==> src/design/pgm_pkg.sv <==
`timescale 1ns / 1ps

package pgm_pkg;

	// Field widths of the stream words.
	localparam int RANGE_W    = 20;
	localparam int GAP_W      = 7;
	localparam int IN_DATA_W  = 40;
	localparam int OUT_DATA_W = 8;

	// The composite bitmap is stored as 64-bit words.
	localparam int WORD_BITS = 64;
	localparam int WORD_LSB  = 6;

	// Histogram counters saturate at their all-ones value.
	localparam int COUNT_W = 17;
	localparam logic [COUNT_W-1:0] COUNT_MAX = '1;

	// Word 0 after the clearing pass: 0 and 1 are not prime.
	localparam logic [WORD_BITS-1:0] WORD0_INIT = 64'h3;

	// Commands from the controller to the datapath.
	typedef struct packed {
		logic clr_step;
		logic init_w0;
		logic sv_start;
		logic sv_chk;
		logic sv_next_i;
		logic sv_mark_start;
		logic sv_mark_rd;
		logic sv_mark_wr;
		logic q_load;
		logic w_first;
		logic w_load;
		logic w_bit;
		logic h_wr;
		logic bs_rd;
		logic res_load;
	} pgm_cmd_t;

	// Status from the datapath to the controller.
	typedef struct packed {
		logic clr_done;
		logic sq_big;
		logic i_comp;
		logic j_big;
		logic q_empty;
		logic w_zero;
		logic w_last;
		logic pm_zero;
		logic need_hist;
		logic k_last;
	} pgm_sts_t;

endpackage

==> src/design/pgm_ctrl.sv <==
`timescale 1ns / 1ps

module pgm_ctrl (
	input  logic              clk,
	input  logic              arst_n,
	input  logic              in_valid,
	output logic              in_ready,
	output logic              out_valid,
	input  logic              out_ready,
	output pgm_pkg::pgm_cmd_t cmd,
	input  pgm_pkg::pgm_sts_t sts
);
	import pgm_pkg::*;

	localparam logic [3:0] ST_CLR   = 4'd0;
	localparam logic [3:0] ST_INIT  = 4'd1;
	localparam logic [3:0] ST_SCHK  = 4'd2;
	localparam logic [3:0] ST_SCHK2 = 4'd3;
	localparam logic [3:0] ST_MRD   = 4'd4;
	localparam logic [3:0] ST_MWR   = 4'd5;
	localparam logic [3:0] ST_IDLE  = 4'd6;
	localparam logic [3:0] ST_QCHK  = 4'd7;
	localparam logic [3:0] ST_WFST  = 4'd8;
	localparam logic [3:0] ST_WLD   = 4'd9;
	localparam logic [3:0] ST_WBIT  = 4'd10;
	localparam logic [3:0] ST_HWR   = 4'd11;
	localparam logic [3:0] ST_BS    = 4'd12;
	localparam logic [3:0] ST_BE    = 4'd13;
	localparam logic [3:0] ST_RES   = 4'd14;

	logic [3:0] state_q, state_d;
	logic       out_valid_q;

	assign in_ready  = (state_q == ST_IDLE);
	assign out_valid = out_valid_q;

	always_comb begin
		state_d = state_q;
		cmd     = '0;
		unique case (state_q)
			ST_CLR: begin
				cmd.clr_step = 1'b1;
				if (sts.clr_done) begin
					state_d = ST_INIT;
				end
			end
			ST_INIT: begin
				cmd.init_w0  = 1'b1;
				cmd.sv_start = 1'b1;
				state_d      = ST_SCHK;
			end
			ST_SCHK: begin
				cmd.sv_chk = 1'b1;
				state_d    = ST_SCHK2;
			end
			ST_SCHK2: begin
				priority if (sts.sq_big) begin
					state_d = ST_IDLE;
				end else if (sts.i_comp) begin
					cmd.sv_next_i = 1'b1;
					state_d       = ST_SCHK;
				end else begin
					cmd.sv_mark_start = 1'b1;
					state_d           = ST_MRD;
				end
			end
			ST_MRD: begin
				if (sts.j_big) begin
					cmd.sv_next_i = 1'b1;
					state_d       = ST_SCHK;
				end else begin
					cmd.sv_mark_rd = 1'b1;
					state_d        = ST_MWR;
				end
			end
			ST_MWR: begin
				cmd.sv_mark_wr = 1'b1;
				state_d        = ST_MRD;
			end
			ST_IDLE: begin
				if (in_valid) begin
					cmd.q_load = 1'b1;
					state_d    = ST_QCHK;
				end
			end
			ST_QCHK: begin
				state_d = sts.q_empty ? ST_RES : ST_WFST;
			end
			ST_WFST: begin
				cmd.w_first = 1'b1;
				state_d     = ST_WLD;
			end
			ST_WLD: begin
				cmd.w_load = 1'b1;
				if (!sts.w_zero) begin
					state_d = ST_WBIT;
				end else if (sts.w_last) begin
					state_d = ST_BS;
				end
			end
			ST_WBIT: begin
				cmd.w_bit = 1'b1;
				priority if (sts.pm_zero) begin
					state_d = sts.w_last ? ST_BS : ST_WLD;
				end else if (sts.need_hist) begin
					state_d = ST_HWR;
				end
			end
			ST_HWR: begin
				cmd.h_wr = 1'b1;
				state_d  = ST_WBIT;
			end
			ST_BS: begin
				cmd.bs_rd = 1'b1;
				if (sts.k_last) begin
					state_d = ST_BE;
				end
			end
			ST_BE: begin
				state_d = ST_RES;
			end
			ST_RES: begin
				if (!out_valid_q || out_ready) begin
					cmd.res_load = 1'b1;
					state_d      = ST_IDLE;
				end
			end
			default: begin
				state_d = ST_CLR;
			end
		endcase
	end

	always_ff @(posedge clk or negedge arst_n) begin
		if (!arst_n) begin
			state_q     <= ST_CLR;
			out_valid_q <= 1'b0;
		end else begin
			state_q <= state_d;
			if (cmd.res_load) begin
				out_valid_q <= 1'b1;
			end else if (out_ready) begin
				out_valid_q <= 1'b0;
			end
		end
	end

	a_query_start: assert property (@(posedge clk) disable iff (!arst_n)
		(in_valid && in_ready) |=> (state_q == ST_QCHK))
		else $error("accepted query did not start its range check");

	a_hist_update: assert property (@(posedge clk) disable iff (!arst_n)
		(state_q == ST_HWR) |-> ($past(state_q) == ST_WBIT && $past(sts.need_hist)))
		else $error("histogram write without a preceding gap");

	a_result_hold: assert property (@(posedge clk) disable iff (!arst_n)
		(state_q == ST_RES && out_valid_q && !out_ready) |=>
		(state_q == ST_RES && out_valid_q))
		else $error("result overwrote a word that was not taken");

	a_ready_entry: assert property (@(posedge clk) disable iff (!arst_n)
		$rose(in_ready) |-> ($past(state_q) == ST_SCHK2 || $past(state_q) == ST_RES))
		else $error("ready raised outside sieve end or result delivery");

endmodule
==> config.mk <==
export PLATFORM = sky130hd
export DESIGN_NAME = pgm_ctrl
export DESIGN_NICKNAME = d
export VERILOG_FILES = /design/src/design/pgm_pkg.sv /design/src/design/pgm_ctrl.sv
export SDC_FILE = /design/constraint.sdc
export NUM_CORES = 1
export LEC_CHECK = 0
export ABC_AREA = 1
export BUFFER_PORTS_ARGS = -buffer_cell sky130_fd_sc_hd__clkbuf_2
export CAP_MARGIN = 20
export CORE_AREA = 2 2 39 41
export CTS_BUF_LIST = sky130_fd_sc_hd__clkbuf_8 sky130_fd_sc_hd__clkbuf_16
export DETAILED_ROUTE_END_ITERATION = 12
export DIE_AREA = 0 0 41 43
export MAX_ROUTING_LAYER = met4
export PLACE_DENSITY = 0.77
export SKIP_LAST_GASP = 1
export SLEW_MARGIN = 20
export SYNTH_ARGS = -nofsm -noshare
export SYNTH_HDL_FRONTEND = slang
export SYNTH_SLANG_ARGS = --single-unit
export TNS_END_PERCENT = 10
==> constraint.sdc <==
create_clock -name clk -period 2.4 [get_ports clk]
set_input_delay 0.24 -clock clk [delete_from_list [all_inputs] [get_ports clk]]
set_output_delay 0.24 -clock clk [all_outputs]
set_load 0.01 [all_outputs]
== After elaboration in Yosys (flattened, before gate mapping) ==
Index checks and enable logic that the tools add are counted.
Storage, ports and cells
  output and inout bits: 17
  bits of input ports: 14
  word-level logic and storage cells: 64
  register bits after elaboration: 5
Operators by class
  reductions and logical operators: 5
  mux-type cells: 37
  eq/ne operators: 20
Operators with widths (number)
  4-bit one-hot mux with 15 select lines: 1
  4-bit 2-to-1 mux: 9
  4-bit == test (second input constant): 7
  1-bit 2-to-1 mux: 20
  4-bit by 3-bit == test with 1-bit output (second input constant): 4
  3-bit 2-to-1 mux: 4
  4-bit by 2-bit == test with 1-bit output (second input constant): 2
  2-bit inequality test (second input constant): 4
  3-bit inequality test (second input constant): 2
  6-bit AND reduction: 1
  4-bit by 1-bit == test with 1-bit output (second input constant): 1
  4-bit zero test: 1
  2-bit 2-to-1 mux: 2
  1-bit one-hot mux with 2 select lines: 1
  2-bit nonzero test: 1
  1-bit zero test: 1
  1-bit logical OR: 1

== Longest topological paths before layout ==
  depth after elaboration: 5
  gate-level depth with buffers: 9
  mapped depth without buffers: 9

== Worst setup path before layout ==
Ideal clock, no wire load.
  kind: register to output
  start point: reg state_q[3]
  end point: out cmd[10] (netlist bit)
  data required time: 2.160 ns
  setup slack: 1.077 ns
  buffers on the path: 0
  stages on the path, launching flop included: 6
  arrival time: 1.083 ns
  cells stage by stage: dfrtp_1 > inv_1 > nand2_1 > nor2_1 > inv_1 > o21ai_0
RTL lines
  start: declaration: RTL line pgm_ctrl.sv:31  | logic [3:0] state_q, state_d;
  start signal: assignment: RTL line pgm_ctrl.sv:139  | state_q <= state_d;
  end: declaration: RTL line pgm_ctrl.sv:10  | output pgm_pkg::pgm_cmd_t cmd,

==> out/metrics.cfg <==
[outcome]
run_status = complete, no violations

[synthesis]
synthCells = 112
synth.cell_area_um2 = 591
synthesis.area_per_instance_um2 = 5.27
synth.yosys.warnings = 0
flip_flop_and_latch_count_after_synthesis = 5
synth_sequential_area_ratio = 0.212
syn-num-nets = 126
synth.distinct_cells = 17

[place]
placement.setup.worst_slack_ps = 980
placed_cell_area_um2 = 753
gp_congestion = 0.879
io_buffer_count = 30
cell_count_after_placement = 157
detailed_place_hpwl_um = 1320

[final_layout]
final_common_cell = sky130_fd_sc_hd__nand2_1
final_core_utilization = 0.585
final_cell_count_no_fill = 162
post_route_cells_drive_above_1_share = 0.288
layout_common_cells = 35 x sky130_fd_sc_hd__nand2_1, 30 x sky130_fd_sc_hd__clkbuf_2, 24 x sky130_fd_sc_hd__nor2_1, 20 x sky130_fd_sc_hd__inv_1, 7 x sky130_fd_sc_hd__nand3_1
antennaDiodeCount = 0
post-route-cell-area_um2 = 810
layout-area-overhead-vs-synth_pct = 37.1
fin_nets = 161

[routing]
wl_um = 1560
highest-signal-layer = met3
via_per_inst = 4.92
met3_routed_wl_um = 108
met2_wirelength_um = 770
route.antenna.remaining_nets = 0
initialDrtViolationCount = 22
routed-via-count = 797
drtPass1Iterations = 4
drc = 0
detail_route.wirelength.met1_um = 676
wl_per_cell_um = 9.60

[clock_network]
clkTransAtPathRegs_ps = 40
cts_resized = 0
tritoncts_clock_tree = yes
clk_root_buffer_cell = sky130_fd_sc_hd__clkbuf_8
htree_num_levels = 1
cts_buffers = 3
clock_insertion_delay_worst_skew_ps = 220
cts_sinks = 5
cts_buffer_depth = 2

[timing]
setup_ws_ps = 715
final_hold_viol_count = 0
final_setup_skew_ps = 4.90
grt_setup_unrepaired = no
final.period_utilization = 0.702
timing.max_slew.rel_slack = 0.820
finalSetupViolCount = 0
timing.fmax_mhz = 593
hold-worst-slack_ps = 242
period_needed_ps = 1680
slew_violations = 0
worst_slew_pin_slew_ps = 269
finalSetupTns_ps = 0

[grt]
grt_antenna_before_repair = 0
grt_pass1_wl_um = 2530
global_route.overflow_total = 0
gr-usage-all-layers = 0.216
grt_start_max_net_pins = 8
first_global_vias = 636

[setup_path]
worst-path-buf-inv = 3
kind_of_cell_with_the_highest_combined_delay_on_the_critical_path = flip-flops
worstSetupPathType = reg2out
worst-endpoint-arrival_ps = 1440
worstPathMaxFanout = 7
crit_path_top_delay_cell = sky130_fd_sc_hd__dfrtp_1
worst_path_most_repeated_cell = sky130_fd_sc_hd__inv_1
timing.critical_path.required_ps = 2160
r2r_slack_ps = 1100
critical_path.endpoint_type = primary output
setup.worst_path.start_class = flop
critical_path.cell_chain = inv_1, nand2_1, nor2_1, inv_1, o21ai_0, clkbuf_2
timing.critical_path.slowest_cell_delay_ps = 440

[floorplan]
top_level_ports = 31
fp.coreArea_mm2 = 0.00138
die_area_mm2 = 0.00176
initial_core_util = 0.427
die-width_um = 41
fp.dieH_um = 43
rows = 14

[pwr]
p_total_mw = 0.914
ir_drop_uv = 676
p_leak_nw = 0.539
power_density_cells_mw_per_mm2 = 1130

[job]
max_cap_viol_count = 0

[min_path]
worst_hold_path_class = in2reg

==> registers in the layout, indices dropped and copies added, names as in the netlist <==
| name | cells |
|---|---|
| state_q | 4 |
| out_valid | 1 |
==> final timing paths <==
path / start / to / cells past startpoint
max: state_q[3] / cmd[10] / 6
min: out_ready / out_valid / 2
max reg2reg: state_q[2] / state_q[3] / 8
min reg2reg: out_valid / out_valid / 2
max in group asynchronous: arst_n / out_valid / 2
min in group asynchronous: arst_n / state_q[1] / 2
==> cells by family (layout without fill, tap and decap cells) <==
family / Yosys count / in the layout / share of synthesized area
AND/OR/NAND/NOR: 75 / 75 / 0.547
AO/OA/AOI/OAI: 9 / 9 / 0.0890
flip-flops: 5 / 5 / 0.212
buffers and inverters: 23 / 57 / 0.153
==> cell usage after synthesis <==
cell type                  number  area share
sky130_fd_sc_hd__inv_1         20        0.13
sky130_fd_sc_hd__o21ai_0        5       0.042
sky130_fd_sc_hd__nor2_4         1       0.019
sky130_fd_sc_hd__nor2_2         1       0.011
sky130_fd_sc_hd__o211ai_1       1       0.013
sky130_fd_sc_hd__nand2_1       35        0.22
sky130_fd_sc_hd__nand3_2        1       0.017
sky130_fd_sc_hd__nand3_1        7       0.059
sky130_fd_sc_hd__o21ai_1        1      0.0085
sky130_fd_sc_hd__nand2_2        3       0.032
sky130_fd_sc_hd__nor2_1        24        0.15
sky130_fd_sc_hd__buf_4          1       0.013
sky130_fd_sc_hd__inv_2          2       0.013
sky130_fd_sc_hd__nand3b_1       2       0.025
sky130_fd_sc_hd__o31ai_1        2       0.025
sky130_fd_sc_hd__nor3_1         1      0.0085
sky130_fd_sc_hd__dfrtp_1        5        0.21
==> what timing repair did <==
action | CTS | global route
hold endpoints to repair | 5 | 0
setup buffers | 0 | 0
hold buffers | 1 | 0
==> routing by layer <==
| metal | global-route usage | up-vias |
|---|---|---|
| li1 | - | 410 |
| met1 | 0.284 | 350 |
| met5 | - | - |
| met2 | 0.325 | 37 |
| met3 | 0.0314 | 0 |
| met4 | 0.0800 | 0 |
==> worst register-to-register path: stages (launching register included) <==
cell and delay (ps):
sky130_fd_sc_hd__dfrtp_1 430, sky130_fd_sc_hd__inv_2 100, sky130_fd_sc_hd__nor2_1 80, sky130_fd_sc_hd__nand3_1 100
sky130_fd_sc_hd__nand2_1 70, sky130_fd_sc_hd__nor2_1 190, sky130_fd_sc_hd__nand2_2 100, sky130_fd_sc_hd__nand2_1 60
sky130_fd_sc_hd__nand2_1 50
==> where the power goes <==
part	switching, mW	internal [mW]	total, mW
clock	0.0447	0.112	0.156
combinational	0.377	0.198	0.576
sequential	0.0551	0.127	0.182
==> area by class of cell <==
cell class | instances | area [µm²]
clock buffer | 3 | 41.3
clock inverter | 1 | 5.00
fill | 138 | 574
inverter | 22 | 82.6
multi-input combinational | 84 | 375
sequential | 5 | 125
tap | 16 | 20.0
timing repair buffer | 31 | 160
Power figures use the tool's default switching activity.
